### src/rtl/sfr_pkg.sv
package sfr_pkg;

   localparam int ANGLE_W = 32;
   localparam int VEC_FRAC = 30;
   localparam int ROT_STEPS = 30;
   localparam int STEP_W = 5;
   localparam int VW = 36;
   localparam int AW = 36;
   localparam int PW = 64;
   localparam int SW = 66;
   localparam int MW = 72;

   localparam logic [1:0] OP_EQ_TO_GAL = 2'd0;
   localparam logic [1:0] OP_GAL_TO_EQ = 2'd1;
   localparam logic [1:0] OP_GAL_TO_SG = 2'd2;
   localparam logic [1:0] OP_SG_TO_GAL = 2'd3;

   localparam logic signed [VW-1:0] GAIN = 36'sd652032874;
   localparam logic signed [VW-1:0] ONE_V = 36'sd1073741824;
   localparam logic signed [AW-1:0] QUARTER = 36'sd1073741824;
   localparam logic signed [AW-1:0] HALF = 36'sd2147483648;
   localparam logic signed [SW-1:0] ROUND_BIAS = 66'sd536870912;
   localparam longint DEN = 244140625;

   typedef logic signed [31:0] q30_type;
   localparam q30_type ONE_Q = 32'sd1073741824;

   typedef struct packed {
      logic signed [VW-1:0] x;
      logic signed [VW-1:0] y;
      logic signed [AW-1:0] z;
   } cordic_type;

   // Arctangent of 2^-i in units of 2^-32 turn, rounded to nearest.
   localparam logic signed [AW-1:0] ARC_TAB [ROT_STEPS] = '{
      36'sd536870912, 36'sd316933406, 36'sd167458907, 36'sd85004756,
      36'sd42667331,  36'sd21354465,  36'sd10679838,  36'sd5340245,
      36'sd2670163,   36'sd1335087,   36'sd667544,    36'sd333772,
      36'sd166886,    36'sd83443,     36'sd41722,     36'sd20861,
      36'sd10430,     36'sd5215,      36'sd2608,      36'sd1304,
      36'sd652,       36'sd326,       36'sd163,       36'sd81,
      36'sd41,        36'sd20,        36'sd10,        36'sd5,
      36'sd3,         36'sd1};

   // Converts a coefficient given in units of 1e-12 to Q1.30, rounded.
   function automatic q30_type q30_of(input longint c);
      longint mag;
      longint q;
      mag = (c < 0) ? -c : c;
      q = (mag * 262144 + 122070312) / DEN;
      return (c < 0) ? 32'(-q) : 32'(q);
   endfunction

   // Row-major matrices: equatorial to galactic, then galactic to supergalactic.
   localparam q30_type FRAME_Q [18] = '{
      q30_of(-64'sd54875539726),  q30_of(-64'sd873437108010), q30_of(-64'sd483834985808),
      q30_of(64'sd494109453312),  q30_of(-64'sd444829589425), q30_of(64'sd746982251810),
      q30_of(-64'sd867666135858), q30_of(-64'sd198076386122), q30_of(64'sd455983795705),
      q30_of(-64'sd735742574804), q30_of(64'sd677261296414),  q30_of(64'sd0),
      q30_of(-64'sd74553778365),  q30_of(-64'sd80991471307),  q30_of(64'sd993922590400),
      q30_of(64'sd673145302109),  q30_of(64'sd731271165817),  q30_of(64'sd110081262225)};

   function automatic q30_type clamp_q30(input logic signed [VW-1:0] v);
      if (v > ONE_V) begin
         return ONE_Q;
      end else if (v < -ONE_V) begin
         return -ONE_Q;
      end
      return 32'(v);
   endfunction

   // Round half up of v / 2^30, back to a vector component.
   function automatic logic signed [VW-1:0] round_q30(input logic signed [SW-1:0] v);
      logic signed [SW-1:0] t;
      t = (v + ROUND_BIAS) >>> VEC_FRAC;
      return VW'(t);
   endfunction

endpackage

### src/rtl/sfr_cordic_cell.sv
module sfr_cordic_cell (
   input  logic                         clock,
   input  logic                         reset,
   input  logic                         en,
   input  logic                         vectoring,
   input  logic [sfr_pkg::STEP_W-1:0]   step,
   input  logic                         in_valid,
   input  sfr_pkg::cordic_type          in_data,
   output logic                         out_valid,
   output sfr_pkg::cordic_type          out_data
);
   import sfr_pkg::*;

   logic                 valid_ff;
   cordic_type           data_ff;
   cordic_type           data_in;
   logic signed [VW-1:0] dx;
   logic signed [VW-1:0] dy;
   logic                 turn_pos;

   // Rotation drives z toward zero; vectoring drives y toward zero.
   always_comb begin
      dx = in_data.y >>> step;
      dy = in_data.x >>> step;
      turn_pos = vectoring ? (in_data.y < 0) : (in_data.z >= 0);
      if (turn_pos) begin
         data_in.x = in_data.x - dx;
         data_in.y = in_data.y + dy;
         data_in.z = in_data.z - ARC_TAB[step];
      end else begin
         data_in.x = in_data.x + dx;
         data_in.y = in_data.y - dy;
         data_in.z = in_data.z + ARC_TAB[step];
      end
   end

   always_ff @(posedge clock) begin
      if (reset) begin
         valid_ff <= 1'b0;
      end else if (en) begin
         valid_ff <= in_valid;
      end
   end

   always_ff @(posedge clock) begin
      if (en) begin
         data_ff <= data_in;
      end
   end

   assign out_valid = valid_ff;
   assign out_data = data_ff;

endmodule

### config.mk
export PLATFORM = sky130hd
export DESIGN_NAME = sfr_cordic_cell
export DESIGN_NICKNAME = d
export VERILOG_FILES = /design/src/rtl/sfr_pkg.sv /design/src/rtl/sfr_cordic_cell.sv
export SDC_FILE = /design/constraint.sdc
export NUM_CORES = 1
export LEC_CHECK = 0
export ABC_AREA = 1
export BUFFER_PORTS_ARGS = -buffer_cell sky130_fd_sc_hd__buf_2
export CORE_MARGIN = 3
export CORE_UTILIZATION = 40
export DETAILED_ROUTE_END_ITERATION = 10
export GPL_TIMING_DRIVEN = 1
export SLEW_MARGIN = 10
export SYNTH_ARGS = -nofsm -noshare
export SYNTH_HDL_FRONTEND = slang
export SYNTH_SLANG_ARGS = --single-unit
export TNS_END_PERCENT = 100
### constraint.sdc
create_clock -name clock -period 4.7 [get_ports clock]
set_input_delay 0.705 -clock clock [delete_from_list [all_inputs] [get_ports clock]]
set_output_delay 0.705 -clock clock [all_outputs]
set_load 0.005 [all_outputs]
==> summary.log, run 1 <==
[run_status] result of the run finished, final reports clean
[routing] Detailed Route WL 68.5 mm
[worst_setup_path] crit path capture type flip-flop
[clock_tree] CTS tree yes
[sta] maximum achievable frequency 220 MHz
[clock_tree] count of hold buffers inserted by post-cts repair 0
[sta] Layout Skew 0 ns
[cells_and_area] Multi-input gate area 12600 µm²
[worst_setup_path] Crit path arrival time 4.72 ns
[placed_design] Post-DP Area 23600 µm²
[global_route] total routing resource utilization after global routing 29.6%
[clock_tree] root buffer selected by CTS sky130_fd_sc_hd__clkbuf_16
[sta] fraction of the cycle the final worst path needs 96.7%
[worst_setup_path] cell family with the largest share of critical-path delay simple AND/OR/NAND/NOR gates
[synthesis] Mean Syn Cell Area 6.13 µm²
[placed_design] DP HPWL 56.6 mm
[floorplanning] Die Outline Area 44000 µm²
[clock_tree] Max H-tree Level 3
[synthesis] top cells by instance count after synthesis sky130_fd_sc_hd__nand2_1, sky130_fd_sc_hd__nand3_1, sky130_fd_sc_hd__inv_1
[global_route] maximum number of pins on one net before global-route repair 70
[worst_setup_path] flop-to-flop setup slack 4.07 ns
[synthesis] area share of the largest cell type after synthesis 19.5%
[synthesis] most numerous cell in the Yosys netlist sky130_fd_sc_hd__nand2_1
[synthesis] post-synth net total 2949
[routing] remaining antenna violation count after routing 0
[synthesis] number of enable-type register cells in the synthesized netlist 108
[min_path] launch point of the worst hold path reset
[floorplanning] number of top-level pins 227
[synthesis] Netlist cell types 53
[worst_setup_path] Critical Path RT 4.87 ns
[global_route] initial antenna violation count 0
[clock_tree] clock tree buffer depth 2
[clock_tree] TritonCTS buffer count 9
[floorplanning] Initial Util 40.6%
[cells_and_area] Finished Cell Area 25100 µm²
[worst_setup_path] startpoint of the lowest-slack register-to-register path out_valid
[sta] worst rel slew slack 58.7%
[pwr] cell area power density 289 nW/µm²
[sta] RSZ-0062 raised after global routing true
[worst_setup_path] Largest stage delay, worst path 0.30 ns
[global_route] grt total ovfl 0
[cells_and_area] fraction of layout cells with a size suffix above 1 34.3%
[synthesis] Primary FF master, synth sky130_fd_sc_hd__edfxtp_1
[routing] drt wl/cell 16.5 µm
[worst_setup_path] r2r worst-path depth 2
[worst_setup_path] category of the most critical setup path input port to flip-flop
[sta] Setup WS post-layout 0.157 ns
[synthesis] fraction of registers with async set or reset after synthesis 0%
[worst_setup_path] Critical Path Fanout Max 5
[placed_design] pre-CTS setup slack -0.951 ns
[routing] via/cell ratio 5.14
[placed_design] count of input and output buffers 226
[min_path] min-delay worst type input port to flip-flop
[floorplanning] Die Y 210 µm
[cells_and_area] total inserted antenna cells 0
[worst_setup_path] sum of buffers and inverters on the critical path 5
[synthesis] Netlist Area Pre-Place 16600 µm²
[cells_and_area] number of nets at the end of the flow 3850
[clock_tree] Worst-Skew Late Latency 0.41 ns
[synthesis] number of warnings issued by yosys 0
[routing] number of remaining DRC errors 0
[synthesis] dominant cells by area after synthesis sky130_fd_sc_hd__edfxtp_1, sky130_fd_sc_hd__nand2_1, sky130_fd_sc_hd__nand3_1
[worst_setup_path] terminus of the critical flop-to-flop path out_valid
[run] number of maximum-capacitance constraint violations 0
[routing] number of DRC markers after the initial detailed-route iteration 1557
[routing] length of the first detailed-routing pass in iterations 6
[clock_tree] total clock sinks 109
[sta] count of final setup violators 0
[clock_tree] clock-pin slew on the worst setup and hold paths 0.09 ns
[pwr] standby leakage power 13.4 nW
[sta] Worst Max-Slew Pin Slew 0.619 ns
[cells_and_area] area overhead of the layout relative to synthesis 51.1%
[sta] worst hold slack 0.468 ns
[floorplanning] overall die width 210 µm
[sta] Final Hold Viols 0
[floorplanning] Core Area 40900 µm²
[sta] shortest clock period the worst path allows after layout 4.54 ns
[cells_and_area] filler cell count in the final layout 3982
[synthesis] cell type contributing the most total cell area after synthesis sky130_fd_sc_hd__edfxtp_1
[floorplanning] number of core rows 74
[synthesis] sequential fraction of the synthesis area 19.6%
[placed_design] gpl congestion 0.968
[synthesis] Mapped Cells 2711
[worst_setup_path] standard cell with the maximum stage delay on the critical path sky130_fd_sc_hd__or2_2
[worst_setup_path] type of element launching the critical path input port
[global_route] number of global-route vias before repair 20200
[global_route] wire length of the first global-routing pass 104 mm
[routing] vias after detailed routing 21300
[min_path] hold depth 2
[min_path] Worst Hold Endpoint out_valid
[sta] count of final max-slew check failures 0
[synthesis] number of synthesized register bits 109
[pwr] highest ir drop seen on vdd 219 µV
[cells_and_area] sequential cell area 3260 µm²
==> timing repair <==
action,in CTS,in global routing
resized for setup,28,207
setup endpoints to repair,7,61
pin swaps,4,57
setup buffers,3,23
gates cloned,0,4
==> flip-flops by register name (all words and copies together) (netlist names) <==
| register | cells |
|---|---|
| out_data | 108 |
| out_valid | 1 |
==> layer usage <==
metal  vias up  share of wire, %  track usage, %
met5         -                 0               0
li1      10700                 -               -
met4         0               3.5            11.1
met3       124               5.4            4.48
met2       630                48            50.0
met1      9856                44            38.3
==> report_power, final <==
part	switching, mW	internal [mW]	total, mW
Clock	0.433	0.428	0.861
Combinational	2.48	2.36	4.84
Sequential	0.0672	1.49	1.56
Total	2.98	4.28	7.26
==> area by class of cell <==
class                      instances  share of cell area [%]
clock buffer                       9                   0.896
clock inverter                     7                   0.373
inverter                         310                    4.70
multi-input combinational       2199                    50.0
sequential                       109                    13.0
tap                              532                    2.65
timing repair buffer             983                    28.3
==> worst max path at each step <==
| stage | startpoint | endpoint | slack, ns | depth (start not counted) |
|---|---|---|---|---|
| floorplan | step[0] | out_data[35] | -0.02 | 31 |
| global placement | step[0] | out_data[107] | -0.84 | 32 |
| detailed placement | step[0] | out_data[107] | -0.95 | 32 |
| CTS | step[1] | out_data[71] | 0.001 | 34 |
| global route | step[0] | out_data[35] | -0.09 | 28 |
| finish | step[1] | out_data[35] | 0.16 | 27 |
==> layout by cell type, fill, tap and decap left out, types with 9 or more instances in the layout <==
cell / count
sky130_fd_sc_hd__nand4_1: 19
sky130_fd_sc_hd__o21ai_1: 18
sky130_fd_sc_hd__inv_2: 27
sky130_fd_sc_hd__edfxtp_1: 108
sky130_fd_sc_hd__a21oi_2: 28
sky130_fd_sc_hd__nand3_1: 369
sky130_fd_sc_hd__inv_1: 279
sky130_fd_sc_hd__buf_12: 16
sky130_fd_sc_hd__nor2_1: 187
sky130_fd_sc_hd__o21ai_0: 59
sky130_fd_sc_hd__buf_2: 223
sky130_fd_sc_hd__ha_1: 109
sky130_fd_sc_hd__o211ai_1: 11
sky130_fd_sc_hd__xnor2_1: 51
sky130_fd_sc_hd__nor2_2: 30
sky130_fd_sc_hd__a31oi_1: 22
sky130_fd_sc_hd__xor2_1: 125
sky130_fd_sc_hd__o21a_1: 12
sky130_fd_sc_hd__o21ai_2: 9
sky130_fd_sc_hd__clkbuf_16: 12
sky130_fd_sc_hd__a21oi_1: 125
sky130_fd_sc_hd__nand2_2: 44
sky130_fd_sc_hd__a21o_1: 12
sky130_fd_sc_hd__nand2_1: 817
sky130_fd_sc_hd__buf_4: 729
sky130_fd_sc_hd__nand3_2: 38
sky130_fd_sc_hd__nor2_4: 16
==> metrics by stage <==
step           instances  util (%)  TNS [ns]  power [mW]
6_report            4149      61.4         0        7.26
5_1_grt             4149      61.4    -0.709        7.85
4_1_cts             4122      58.8         0        7.06
3_5_place_dp        4103      57.7    -18.10        6.13
3_3_place_gp        4103      57.7    -13.86        6.07
2_1_floorplan       2711         -   -0.0244        3.78
==> kinds of logic after synthesis <==
family	share of synthesized area (%)
flip-flops	19.6
AO/OA/AOI/OAI	11.9
XOR/XNOR	9.32
AND/OR/NAND/NOR	40.1
multiplexers	0.0602
buffers and inverters	9.87
adder cells (fa/ha/maj)	9.17
Note: power is estimated with default switching activity, not from simulation.
==> run 2, diff against run 1 <==
--- a/config.mk
+++ b/config.mk
@@ -8,8 +8,11 @@
 export ABC_AREA = 1
 export BUFFER_PORTS_ARGS = -buffer_cell sky130_fd_sc_hd__buf_2
+export CELL_PAD_IN_SITES_DETAIL_PLACEMENT = 0
+export CELL_PAD_IN_SITES_GLOBAL_PLACEMENT = 1
 export CORE_MARGIN = 3
-export CORE_UTILIZATION = 40
+export CORE_UTILIZATION = 38
 export DETAILED_ROUTE_END_ITERATION = 10
 export GPL_TIMING_DRIVEN = 1
+export PLACE_DENSITY_LB_ADDON = 0.1
 export SLEW_MARGIN = 10
 export SYNTH_ARGS = -nofsm -noshare
==> constraint.sdc (replaced) <==
create_clock -name clock -period 4.7 [get_ports clock]
set_input_delay 1.175 -clock clock [delete_from_list [all_inputs] [get_ports clock]]
set_output_delay 1.175 -clock clock [all_outputs]
set_load 0.005 [all_outputs]
==> summary.log, run 2 (synthesis gave the netlist of run 1 again) <==
[run_status] result of the run finished with violations
[run_status] failing checks negative setup slack
[worst_setup_path] category of the most critical setup path input port to flip-flop
[sta] Setup Total Neg Slack -3.13 ns
[routing] number of DRC markers after the initial detailed-route iteration 1496
[worst_setup_path] Critical Path Fanout Max 9
[sta] Setup WS post-layout -0.219 ns
[floorplanning] number of core rows 76
[clock_tree] CTS tree yes
[worst_setup_path] launch point of the worst path step[0]
[floorplanning] Core Area 43200 µm²
[clock_tree] Max H-tree Level 3
[sta] Layout Skew 0 ns
[clock_tree] TritonCTS buffer count 9
[routing] detailed-route wire length on metal 1 31.6 mm
[routing] length of the first detailed-routing pass in iterations 7
[routing] met3 WL post-DR 4.36 mm
[sta] Final Hold Viols 0
[global_route] total routing resource utilization after global routing 29.9%
[placed_design] DP HPWL 59.7 mm
[global_route] wire length of the first global-routing pass 111 mm
[worst_setup_path] Critical Path RT 4.87 ns
[sta] RSZ-0062 raised after global routing true
[floorplanning] overall die width 215 µm
[floorplanning] Die Outline Area 46300 µm²
[worst_setup_path] standard cell with the maximum stage delay on the critical path sky130_fd_sc_hd__ha_1
[worst_setup_path] type of element launching the critical path input port
[routing] Detailed Route WL 75.7 mm
[sta] count of final max-slew check failures 0
[sta] worst rel slew slack 54.1%
[clock_tree] total clock sinks 109
[worst_setup_path] Worst setup endpoint out_data[107]
[sta] count of final setup violators 31
[cells_and_area] fraction of layout cells with a size suffix above 1 48.5%
[cells_and_area] Multi-input gate area 14700 µm²
[cells_and_area] number of nets at the end of the flow 4047
[sta] shortest clock period the worst path allows after layout 4.92 ns
[clock_tree] root buffer selected by CTS sky130_fd_sc_hd__clkbuf_16
[worst_setup_path] Largest stage delay, worst path 0.33 ns
[routing] remaining antenna violation count after routing 0
[placed_design] count of input and output buffers 226
[floorplanning] Initial Util 38.5%
[placed_design] Post-DP Area 24700 µm²
[cells_and_area] flip-flop count of the largest register after layout 108
[worst_setup_path] crit path capture type flip-flop
[cells_and_area] highest-count cells in the layout ignoring fill and taps sky130_fd_sc_hd__buf_4, sky130_fd_sc_hd__nand2_1, sky130_fd_sc_hd__inv_1, sky130_fd_sc_hd__nand3_1, sky130_fd_sc_hd__buf_2
[cells_and_area] Finished Cell Area 29000 µm²
[sta] maximum achievable frequency 203 MHz
[cells_and_area] sequential cell area 3260 µm²
[pwr] share of total power in the clock network 10.2%
[pwr] highest ir drop seen on vdd 222 µV
[pwr] total power consumption of the routed design 8.01 mW
[worst_setup_path] flop-to-flop setup slack 4.10 ns
[cells_and_area] area overhead of the layout relative to synthesis 74.7%
[global_route] number of global-route vias before repair 21400
[worst_setup_path] startpoint of the lowest-slack register-to-register path out_valid
[pwr] Sw Ratio 42.2%
[min_path] min-delay worst type flip-flop to flip-flop
[routing] met2 routed wirelength 37.0 mm
[worst_setup_path] r2r worst-path depth 2
[global_route] grt total ovfl 0
[pwr] net switching power of the design 3.38 mW
[global_route] maximum number of pins on one net before global-route repair 67
[routing] via/cell ratio 5.13
[placed_design] gpl congestion 0.956
[worst_setup_path] Crit path arrival time 5.09 ns
[cells_and_area] filler cell count in the final layout 3925
[pwr] standby leakage power 14.8 nW
[global_route] initial antenna violation count 0
[cells_and_area] most common cell after layout, fill and taps aside sky130_fd_sc_hd__buf_4
[floorplanning] number of top-level pins 227
[pwr] internal power consumption 4.63 mW
[sta] Worst Max-Slew Pin Slew 0.688 ns
[floorplanning] Die Y 215 µm
[run] number of maximum-capacitance constraint violations 0
[cells_and_area] total inserted antenna cells 0
[clock_tree] clock tree buffer depth 2
[pwr] sequential group share of total power 19.5%
[clock_tree] count of hold buffers inserted by post-cts repair 0
[pwr] cell area power density 276 nW/µm²
[clock_tree] clock-pin slew on the worst setup and hold paths 0.09 ns
[clock_tree] Worst-Skew Late Latency 0.39 ns
[routing] drt wl/cell 17.2 µm
[worst_setup_path] most common cell type on the critical path sky130_fd_sc_hd__nand2_2
[routing] number of remaining DRC errors 0
[routing] vias after detailed routing 22600
[routing] top sig layer met4
[worst_setup_path] terminus of the critical flop-to-flop path out_valid
[sta] fraction of the cycle the final worst path needs 105%
[pwr] combinational power share 70.3%
-- run 2: changes by cell type in the layout (fill, tap and decap cells not counted), moves of 37 or more --
cell	previous run	this run
sky130_fd_sc_hd__buf_4	729	900
sky130_fd_sc_hd__nand2_1	817	701
sky130_fd_sc_hd__nand3_1	369	260
sky130_fd_sc_hd__nand3_2	38	140
sky130_fd_sc_hd__nand2_2	44	142
sky130_fd_sc_hd__a21oi_1	125	78
sky130_fd_sc_hd__nor2_1	187	150
-- run 2: cell type report --
cell class	count	share of cell area [%]
multi-input cells	2199	50.6
repair buffers	1180	30.6
flip-flops and latches	109	11.2
inverters	310	4.12
well taps	585	2.52
clock buffers	9	0.775
clock inverters	7	0.228
-- run 2: worst min path at each step --
stage                         start   endpoint  depth (start not counted)
final                     out_valid  out_valid                          2
after global placement    out_valid  out_valid                          2
after global routing      out_valid  out_valid                          2
after detailed placement  out_valid  out_valid                          2
after floorplan           out_valid  out_valid                          2
after CTS                 out_valid  out_valid                          2
-- run 2: critical path: cells and delay by family --
| kind | cells | cell delay (ns) |
|---|---|---|
| AOI/OAI and AO/OA | 5 | 0.90 |
| xor gates and xnor gates | 1 | 0.20 |
| adders and majority gates | 2 | 0.45 |
| buffers and inverters | 11 | 1.03 |
| and+or+nand+nor | 16 | 1.33 |
-- run 2: what timing repair did --
item                                    in CTS  in global routing
gates cloned                                 4                  4
endpoints found under the setup margin      64                 67
setup buffers                               35                 51
gates resized for setup                    217                544
pin swaps                                   62                178
-- run 2: per-stage QoR --
| step | worst slack, ns | utilization (%) | hold slack [ns] | cells |
|---|---|---|---|---|
| 3_5_place_dp | -1.03 | 57.3 | 0.519 | 4290 |
| 5_1_grt | -0.459 | 67.3 | 0.544 | 4399 |
| 3_3_place_gp | -0.981 | 57.3 | 0.469 | 4290 |
| 4_1_cts | -0.105 | 60.8 | 0.537 | 4345 |
| 6_report | -0.219 | 67.3 | 0.530 | 4399 |
| 2_1_floorplan | -0.332 | - | 0.485 | 2711 |
-- run 2: power groups by stage --
| stage | clock network [mW] | logic, mW | registers [mW] |
|---|---|---|---|
| after floorplan | 0 | 2.16 | 1.63 |
| after global placement | 0 | 4.60 | 1.58 |
| after detailed placement | 0 | 4.67 | 1.59 |
| after CTS | 0.840 | 4.95 | 1.57 |
| after global routing | 0.874 | 6.10 | 1.59 |
| final | 0.818 | 5.63 | 1.56 |
-- run 2: layer usage --
layer / global-route usage [%] / vias up
met5: 0 / -
met4: 11.5 / 0
met3: 4.06 / 135
met2: 51.5 / 663
met1: 38.1 / 10600
li1: - / 11100
